**config.mk**
```make
export PLATFORM = sky130hd
export DESIGN_NAME = chunk_container_deframer_top
export DESIGN_NICKNAME = d
export VERILOG_FILES = /design/src/rtl/core/ccd_pkg.sv /design/src/rtl/core/ccd_front.sv /design/src/rtl/core/ccd_fifo.sv /design/src/rtl/core/ccd_back.sv /design/src/rtl/core/chunk_container_deframer_top.sv
export SDC_FILE = /design/constraint.sdc
export NUM_CORES = 2
export LEC_CHECK = 0
export BUFFER_PORTS_ARGS = -buffer_cell sky130_fd_sc_hd__buf_2
export CAP_MARGIN = 30
export CORE_UTILIZATION = 50
export DETAILED_ROUTE_END_ITERATION = 12
export PLACE_DENSITY = 0.66
export RECOVER_POWER = 100
export SYNTH_ARGS = -nofsm -noshare
export SYNTH_HDL_FRONTEND = slang
export SYNTH_HIERARCHICAL = 1
export SYNTH_SLANG_ARGS = --single-unit
```
**constraint.sdc**
```tcl
create_clock -name clk -period 23.6 [get_ports clk]
set_input_delay 2.36 -clock clk [delete_from_list [all_inputs] [get_ports clk]]
set_output_delay 2.36 -clock clk [all_outputs]
set_load 0.02 [all_outputs]
```
**src/rtl/core/ccd_pkg.sv**
```systemverilog
package ccd_pkg;

  typedef enum logic [2:0] {
    ROLE_MAGIC   = 3'd0,
    ROLE_SIZE    = 3'd1,
    ROLE_RES     = 3'd2,
    ROLE_NAME    = 3'd3,
    ROLE_PAYLOAD = 3'd4,
    ROLE_TRAIL   = 3'd5
  } role_t;

  localparam int PREAMBLE_LEN = 32;
  localparam int NAME_START   = 16;
  localparam int HOLD_LEN     = 8;
  localparam int MAGIC_LEN    = 4;

  localparam logic [7:0] MAGIC_0 = 8'h43;
  localparam logic [7:0] MAGIC_1 = 8'h41;
  localparam logic [7:0] MAGIC_2 = 8'h50;
  localparam logic [7:0] MAGIC_3 = 8'h52;

  // one queued job: a single tagged byte, or the eight held preamble bytes
  typedef struct packed {
    logic        burst;
    role_t       role;
    logic [63:0] data;
    logic [63:0] offset;
    logic [31:0] count;
    logic [31:0] plen;
    logic        chunk_end;
    logic        dirty;
  } qent_t;

endpackage

```
**src/rtl/core/ccd_front.sv**
```systemverilog
module ccd_front #(
  parameter int OFFSET_BITS = 48
) (
  input  logic          clk,
  input  logic          rst,
  input  logic [47:0]   file_size,
  input  logic          in_valid,
  output logic          in_ready,
  input  logic [7:0]    in_byte,
  input  logic          start_of_file,
  output logic          push,
  output ccd_pkg::qent_t push_ent,
  input  logic          full
);
  import ccd_pkg::*;

  logic [OFFSET_BITS-1:0] stream_offset, stream_offset_next;
  logic [OFFSET_BITS-1:0] chunk_base, chunk_base_next;
  logic [4:0]  pos, pos_next;
  logic        in_payload, in_payload_next;
  logic [31:0] payload_left, payload_left_next;
  logic [31:0] size_shift, size_shift_next;
  logic [31:0] chunks_done, chunks_done_next;
  logic        name_term, name_term_next;
  logic        name_dirty, name_dirty_next;
  logic        trailing, trailing_next;
  logic [7:0]  held [HOLD_LEN];

  logic [OFFSET_BITS-1:0] e_off, e_cb;
  logic [4:0]  e_pos;
  logic        e_inpay, e_nt, e_nd, e_trail;
  logic [31:0] e_left, e_size, e_cnt;
  logic        check, trail, accept, hold_we, finish, ok, magic_ok;
  logic [64:0] room;
  logic [31:0] size, left_dec;
  logic        nt2, nd2;

  assign in_ready = !full;
  assign accept   = in_valid && in_ready;

  always_comb begin
    // a new archive clears the parse state before its first byte is taken
    e_off   = start_of_file ? '0 : stream_offset;
    e_cb    = start_of_file ? '0 : chunk_base;
    e_pos   = start_of_file ? '0 : pos;
    e_inpay = start_of_file ? 1'b0 : in_payload;
    e_left  = start_of_file ? '0 : payload_left;
    e_size  = start_of_file ? '0 : size_shift;
    e_cnt   = start_of_file ? '0 : chunks_done;
    e_nt    = start_of_file ? 1'b0 : name_term;
    e_nd    = start_of_file ? 1'b0 : name_dirty;
    e_trail = start_of_file ? 1'b0 : trailing;

    room     = {1'b0, 16'd0, file_size} - {1'b0, 64'(e_cb)};
    size     = {held[4], held[5], held[6], in_byte};
    magic_ok = held[0] == MAGIC_0 && held[1] == MAGIC_1 &&
               held[2] == MAGIC_2 && held[3] == MAGIC_3;
    ok       = magic_ok && !room[64] &&
               room[63:0] >= 64'(size) + 64'(PREAMBLE_LEN);
    check    = !e_trail && !e_inpay && e_pos == '0;
    trail    = e_trail || (check && (room[64] || room[63:0] < 64'(PREAMBLE_LEN)));
    left_dec = e_left - 32'd1;
    nt2      = e_nt || in_byte == 8'd0;
    nd2      = e_nd || (e_nt && in_byte != 8'd0);

    stream_offset_next = e_off + OFFSET_BITS'(1);
    chunk_base_next    = e_cb;
    pos_next           = e_pos;
    in_payload_next    = e_inpay;
    payload_left_next  = e_left;
    size_shift_next    = e_size;
    chunks_done_next   = e_cnt;
    name_term_next     = check ? 1'b0 : e_nt;
    name_dirty_next    = check ? 1'b0 : e_nd;
    trailing_next      = e_trail;
    hold_we            = 1'b0;
    finish             = 1'b0;
    push               = 1'b0;

    push_ent.burst     = 1'b0;
    push_ent.role      = ROLE_TRAIL;
    push_ent.data      = {56'd0, in_byte};
    push_ent.offset    = 64'(e_off);
    push_ent.count     = e_cnt;
    push_ent.plen      = '0;
    push_ent.chunk_end = 1'b0;
    push_ent.dirty     = 1'b0;

    if (trail) begin
      push          = 1'b1;
      trailing_next = 1'b1;
    end else if (e_inpay) begin
      push               = 1'b1;
      push_ent.role      = ROLE_PAYLOAD;
      push_ent.plen      = e_size;
      push_ent.chunk_end = left_dec == '0;
      payload_left_next  = left_dec;
      finish             = left_dec == '0;
    end else if (e_pos < 5'(HOLD_LEN)) begin
      hold_we = 1'b1;
      if (e_pos != 5'(HOLD_LEN - 1)) begin
        pos_next = e_pos + 5'd1;
      end else begin
        push            = 1'b1;
        push_ent.burst  = 1'b1;
        push_ent.data   = {in_byte, held[6], held[5], held[4],
                           held[3], held[2], held[1], held[0]};
        push_ent.offset = 64'(e_cb);
        if (ok) begin
          push_ent.role   = ROLE_MAGIC;
          push_ent.plen   = size;
          size_shift_next = size;
          pos_next        = 5'(HOLD_LEN);
        end else begin
          trailing_next = 1'b1;
        end
      end
    end else if (e_pos < 5'(NAME_START)) begin
      push          = 1'b1;
      push_ent.role = ROLE_RES;
      push_ent.plen = e_size;
      pos_next      = e_pos + 5'd1;
    end else begin
      push            = 1'b1;
      push_ent.role   = ROLE_NAME;
      name_term_next  = nt2;
      name_dirty_next = nd2;
      if (e_pos != 5'(PREAMBLE_LEN - 1)) begin
        push_ent.plen = e_size;
        pos_next      = e_pos + 5'd1;
      end else begin
        push_ent.dirty = nd2;
        if (e_size == '0) begin
          // empty payload: the name byte closes the chunk
          push_ent.chunk_end = 1'b1;
          finish             = 1'b1;
        end else begin
          push_ent.plen     = e_size;
          in_payload_next   = 1'b1;
          payload_left_next = e_size;
          pos_next          = '0;
        end
      end
    end

    if (finish) begin
      chunks_done_next  = (&e_cnt) ? e_cnt : e_cnt + 32'd1;
      chunk_base_next   = stream_offset_next;
      pos_next          = '0;
      in_payload_next   = 1'b0;
      payload_left_next = '0;
      name_term_next    = 1'b0;
      name_dirty_next   = 1'b0;
    end

    push = push && accept;
  end

  always_ff @(posedge clk) begin
    if (rst) begin
      stream_offset <= '0;
      chunk_base    <= '0;
      pos           <= '0;
      in_payload    <= 1'b0;
      payload_left  <= '0;
      size_shift    <= '0;
      chunks_done   <= '0;
      name_term     <= 1'b0;
      name_dirty    <= 1'b0;
      trailing      <= 1'b0;
    end else if (accept) begin
      stream_offset <= stream_offset_next;
      chunk_base    <= chunk_base_next;
      pos           <= pos_next;
      in_payload    <= in_payload_next;
      payload_left  <= payload_left_next;
      size_shift    <= size_shift_next;
      chunks_done   <= chunks_done_next;
      name_term     <= name_term_next;
      name_dirty    <= name_dirty_next;
      trailing      <= trailing_next;
    end
  end

  always_ff @(posedge clk) begin
    if (accept && hold_we) begin
      held[e_pos[2:0]] <= in_byte;
    end
  end

endmodule

```
**src/rtl/core/ccd_fifo.sv**
```systemverilog
module ccd_fifo #(
  parameter int DEPTH = 4
) (
  input  logic           clk,
  input  logic           rst,
  input  logic           push,
  input  ccd_pkg::qent_t push_ent,
  output logic           full,
  input  logic           pop,
  output ccd_pkg::qent_t head,
  output logic           empty
);
  import ccd_pkg::*;

  localparam int PW = (DEPTH > 1) ? $clog2(DEPTH) : 1;
  localparam int CW = $clog2(DEPTH + 1);

  qent_t         mem [DEPTH];
  logic [PW-1:0] wr_ptr, rd_ptr;
  logic [CW-1:0] count;

  assign full  = count == CW'(DEPTH);
  assign empty = count == '0;
  assign head  = mem[rd_ptr];

  always_ff @(posedge clk) begin
    if (rst) begin
      wr_ptr <= '0;
      rd_ptr <= '0;
      count  <= '0;
    end else begin
      if (push) begin
        wr_ptr <= (wr_ptr == PW'(DEPTH - 1)) ? '0 : wr_ptr + PW'(1);
      end
      if (pop) begin
        rd_ptr <= (rd_ptr == PW'(DEPTH - 1)) ? '0 : rd_ptr + PW'(1);
      end
      if (push && !pop) begin
        count <= count + CW'(1);
      end else if (pop && !push) begin
        count <= count - CW'(1);
      end
    end
  end

  always_ff @(posedge clk) begin
    if (push) begin
      mem[wr_ptr] <= push_ent;
    end
  end

endmodule

```
**src/rtl/core/ccd_back.sv**
```systemverilog
module ccd_back #(
  parameter int OFFSET_BITS = 48
) (
  input  logic           clk,
  input  logic           rst,
  input  logic           empty,
  input  ccd_pkg::qent_t head,
  output logic           pop,
  output logic           out_valid,
  input  logic           out_ready,
  output logic [7:0]     out_byte,
  output ccd_pkg::role_t role,
  output logic [47:0]    byte_offset,
  output logic [31:0]    chunk_number,
  output logic [31:0]    payload_length,
  output logic           chunk_end,
  output logic           name_tail_dirty,
  output logic           last
);
  import ccd_pkg::*;

  logic [2:0]             idx;
  logic                   load, take, burst_last;
  logic [OFFSET_BITS-1:0] off_sum;
  logic [63:0]            off_ext;
  role_t                  role_sel;

  assign load       = !out_valid || out_ready;
  assign take       = load && !empty;
  assign burst_last = idx == 3'(HOLD_LEN - 1);
  assign pop        = take && (!head.burst || burst_last);

  always_comb begin
    off_sum = head.offset[OFFSET_BITS-1:0] + OFFSET_BITS'(idx);
    off_ext = 64'(off_sum);
    if (head.burst && head.role != ROLE_TRAIL) begin
      role_sel = (idx < 3'(MAGIC_LEN)) ? ROLE_MAGIC : ROLE_SIZE;
    end else begin
      role_sel = head.role;
    end
  end

  always_ff @(posedge clk) begin
    if (rst) begin
      out_valid <= 1'b0;
      idx       <= '0;
    end else begin
      if (load) begin
        out_valid <= !empty;
      end
      if (take) begin
        idx <= pop ? '0 : idx + 3'd1;
      end
    end
  end

  always_ff @(posedge clk) begin
    if (take) begin
      out_byte        <= head.burst ? head.data[idx*8 +: 8] : head.data[7:0];
      role            <= role_sel;
      byte_offset     <= off_ext[47:0];
      chunk_number    <= head.count;
      payload_length  <= head.plen;
      chunk_end       <= head.chunk_end;
      name_tail_dirty <= head.dirty;
      last            <= !head.burst || burst_last;
    end
  end

endmodule

```
**src/rtl/core/chunk_container_deframer_top.sv**
```systemverilog
// channel  | dir | tdata                                       | tuser                 | tlast
// s_axis   | in  | [7:0] in_byte                               | [0] start_of_file     | -
// m_axis   | out | [7:0] out_byte, [55:8] byte_offset,         | [2:0] role,           | last
//          |     | [87:56] chunk_number, [119:88] payload_len  | [3] chunk_end,        |
//          |     |                                             | [4] name_tail_dirty   |
// apb      | in  | file_size at byte address 0 (64-bit data, low 48 bits used)
//
// one input byte per cycle; the front parser handles each byte in the cycle it is taken
// the eighth preamble byte of a chunk releases eight results, which the output stage
// sends one per cycle while m_tready is high, so input stalls only when the job queue is full
// each result is registered first in the job queue, then in the output register
// reset is synchronous and clears the parser, queue and output valid; no clearing pass
module chunk_container_deframer_top #(
  parameter int OFFSET_BITS = 48,
  parameter int QUEUE_DEPTH = 4
) (
  input  logic          clk,
  input  logic          rst,
  input  logic          s_tvalid,
  output logic          s_tready,
  input  logic [7:0]    s_tdata,   // [7:0] in_byte
  input  logic          s_tuser,   // [0] start_of_file
  output logic          m_tvalid,
  input  logic          m_tready,
  output logic [119:0]  m_tdata,   // out_byte, byte_offset, chunk_number, payload_length
  output logic [4:0]    m_tuser,   // role, chunk_end, name_tail_dirty
  output logic          m_tlast,
  input  logic          psel,
  input  logic          penable,
  input  logic          pwrite,
  input  logic [2:0]    paddr,
  input  logic [63:0]   pwdata,
  output logic [63:0]   prdata,
  output logic          pready
);
  import ccd_pkg::*;

  localparam logic [2:0] ADDR_FILE_SIZE = 3'd0;

  logic [47:0] file_size;
  logic        push, pop, full, empty;
  qent_t       push_ent, head;

  logic [7:0]  out_byte;
  role_t       role;
  logic [47:0] byte_offset;
  logic [31:0] chunk_number, payload_length;
  logic        chunk_end, name_tail_dirty;

  assign pready = 1'b1;
  assign prdata = (paddr == ADDR_FILE_SIZE) ? {16'd0, file_size} : '0;

  always_ff @(posedge clk) begin
    if (rst) begin
      file_size <= '0;
    end else if (psel && penable && pwrite && pready && paddr == ADDR_FILE_SIZE) begin
      file_size <= pwdata[47:0];
    end
  end

  ccd_front #(.OFFSET_BITS(OFFSET_BITS)) u_front (
    .clk           (clk),
    .rst           (rst),
    .file_size     (file_size),
    .in_valid      (s_tvalid),
    .in_ready      (s_tready),
    .in_byte       (s_tdata),
    .start_of_file (s_tuser),
    .push          (push),
    .push_ent      (push_ent),
    .full          (full)
  );

  ccd_fifo #(.DEPTH(QUEUE_DEPTH)) u_fifo (
    .clk      (clk),
    .rst      (rst),
    .push     (push),
    .push_ent (push_ent),
    .full     (full),
    .pop      (pop),
    .head     (head),
    .empty    (empty)
  );

  ccd_back #(.OFFSET_BITS(OFFSET_BITS)) u_back (
    .clk             (clk),
    .rst             (rst),
    .empty           (empty),
    .head            (head),
    .pop             (pop),
    .out_valid       (m_tvalid),
    .out_ready       (m_tready),
    .out_byte        (out_byte),
    .role            (role),
    .byte_offset     (byte_offset),
    .chunk_number    (chunk_number),
    .payload_length  (payload_length),
    .chunk_end       (chunk_end),
    .name_tail_dirty (name_tail_dirty),
    .last            (m_tlast)
  );

  assign m_tdata = {payload_length, chunk_number, byte_offset, out_byte};
  assign m_tuser = {name_tail_dirty, chunk_end, role};

endmodule

```
==> metrics <==
final count of pins violating max slew 1309; number of placed I/O pins 276; number of hold buffers added after cts 0; Crit Path Max Fanout 61; Area Overhead vs Synth 9.92%; via count of the first global-routing pass 34600; Sum Neg Setup Slack 0 ps; max-cap check violation count 28; final critical-path setup slack 7030 ps; post-layout power 5.73 mW; number of hold violations in the final report 0; fraction of final layout cells sized beyond drive strength 1 11.9%; status finished with violations; final design instance area without fill 60400 sq um; critical path launch point type input port; Rel. slew slack -189%; Cell Rows 121; die span in y 334 microns; post-synth design cell area 55000 sq um; initial antenna violation count 2; Global Route Usage Sum 24.7%; horizontal die dimension 334 microns; leakage power of the design 20.7 nW; number of standard cells after synthesis 4291; WL final 138000 microns; Power per Cell Area 94.8 nW/um^2; pre-CTS worst setup slack 11870 ps; clock root buffer sky130_fd_sc_hd__clkbuf_16; Synth Area per Inst 12.8 sq um; category of the critical setup timing path in2reg; Initial Utilization 50.5%; number of buffers inserted during clock tree synthesis 118; setup repair after global routing missed its margin no; endpoint type of the worst setup path flip-flop; upper clock frequency limit 60.4 MHz; Die Footprint 111000 sq um; Setup-failing EPs final 0; clock network latency to the later pin of the worst-skew pair 740 ps; IO Port Bufs 242; clock tree sinks 1172; crit path time final 16570 ps; post-CTS setup buffer count 0; worst hold path stage count 2; number of nets in the finished design 4628; buffer levels on the longest clock path 3; pin count of the biggest net entering global routing 164; final antenna-violating net count 0; vias per std cell 6.05; remaining design rule violation count 0; via count 36100; first-pass GRT wire length 212000 microns; final worst-path cycle share 70.2%; area after detailed placement 57000 sq um; hold_ws 465 ps; Final Skew 38.0 ps; depth of the most critical reg-to-reg path 18; core area 109000 sq um; synth warn 6; critical path data arrival time 16930 ps; clock tree from TritonCTS yes; clock transition time at the flip-flop clock pins of the worst setup and hold paths 60 ps; Final HPWL DP 91100 microns; required time of the worst setup path 23960 ps; total gr overflow 0; drt initial violations 3650; class of the most critical hold timing path reg2reg; violated checks capacitance limit, slew limit; fill count 8968; global placer's final weighted congestion 0.938; Max VDD drop 0.0752 mV; first-pass detailed-route iteration total 6; DR WL/cell 23.1 microns; actual slew at the worst max-slew pin 4340 ps; number of levels in the clock H-tree 3; post-CTS resize count 0
report_power, final:
part           internal [mW]  switching (mW)
Clock                   1.09           0.791
Combinational          0.465           0.788
Sequential              2.51          0.0827
Total                   4.06            1.66
path summary, 6_finish.rpt:
check,startpoint,end,slack (ps)
hold reg to reg,u_front/chunk_base[29],u_front/chunk_base[29],470
setup reg to reg,u_front/chunk_base[0],u_fifo/mem[0][105],12080
hold / removal,u_front/chunk_base[29],u_front/chunk_base[29],470
setup / recovery,s_tuser,u_fifo/mem[0][105],7030
registers in the layout, indices dropped and copies added (netlist names), 48 cells and up, named ones only:
register and cells:
u_fifo/mem 728, u_front/held 56, file_size 48, u_back/byte_offset 48
u_front/chunk_base 48, u_front/stream_offset 48
metrics by stage:
| stage | utilization, % | cells |
|---|---|---|
| 5_1_grt | 55.5 | 5960 |
| 2_1_floorplan | - | 4306 |
| 3_3_place_gp | 52.4 | 5729 |
| 3_5_place_dp | 52.4 | 5731 |
| 6_report | 55.5 | 5961 |
| 4_1_cts | 56.0 | 5955 |
metal layers:
metal / up-vias / part of all wire (%) / GRT usage [%]
met1: 18100 / 44 / 35.2
met3: 183 / 6.3 / 2.97
met4: 2 / 2.7 / 7.51
met5: - / 0.0094 / 0
li1: 16500 / - / -
met2: 1281 / 47 / 39.8
placed cells by master, fill, tap and decap left out, drive strengths merged, types with 102 or more instances in the layout:
master  count
and2      129
clkbuf    343
nand2b    110
nand3     102
edfxtp    910
xor2      110
a21oi     261
nor2      265
buf       112
mux4      198
nand2     489
dfxtp     262
o21ai     128
layout make-up:
| class | instances | area, sq um | share of cell area [%] |
|---|---|---|---|
| Antenna cell | 1 | 2.50 | 0.00414 |
| Clock buffer | 156 | 3220 | 5.33 |
| Clock inverter | 68 | 698 | 1.16 |
| Inverter | 50 | 190 | 0.315 |
| Multi-Input combinational cell | 2801 | 20600 | 34.1 |
| Sequential cell | 1172 | 32600 | 53.9 |
| Tap cell | 1414 | 1770 | 2.93 |
| Timing Repair Buffer | 299 | 1400 | 2.31 |
critical path, stage by stage:
cell                         delay (ps)
sky130_fd_sc_hd__clkbuf_1           880
sky130_fd_sc_hd__clkinvlp_2         400
sky130_fd_sc_hd__clkbuf_1          2050
sky130_fd_sc_hd__nand2_1            740
sky130_fd_sc_hd__ha_1               680
sky130_fd_sc_hd__o211ai_1           160
sky130_fd_sc_hd__a21o_1             230
sky130_fd_sc_hd__a211oi_1           680
sky130_fd_sc_hd__o211ai_1           340
sky130_fd_sc_hd__a2111oi_0          850
sky130_fd_sc_hd__or3b_1             270
sky130_fd_sc_hd__o22ai_1             80
sky130_fd_sc_hd__or4_2              660
sky130_fd_sc_hd__o41ai_1           1030
sky130_fd_sc_hd__a21oi_2            160
sky130_fd_sc_hd__a31oi_1            720
sky130_fd_sc_hd__and2_0            1610
sky130_fd_sc_hd__clkbuf_1          2080
sky130_fd_sc_hd__clkbuf_1           360
sky130_fd_sc_hd__buf_16             340
Power figures use the tool's default switching activity.
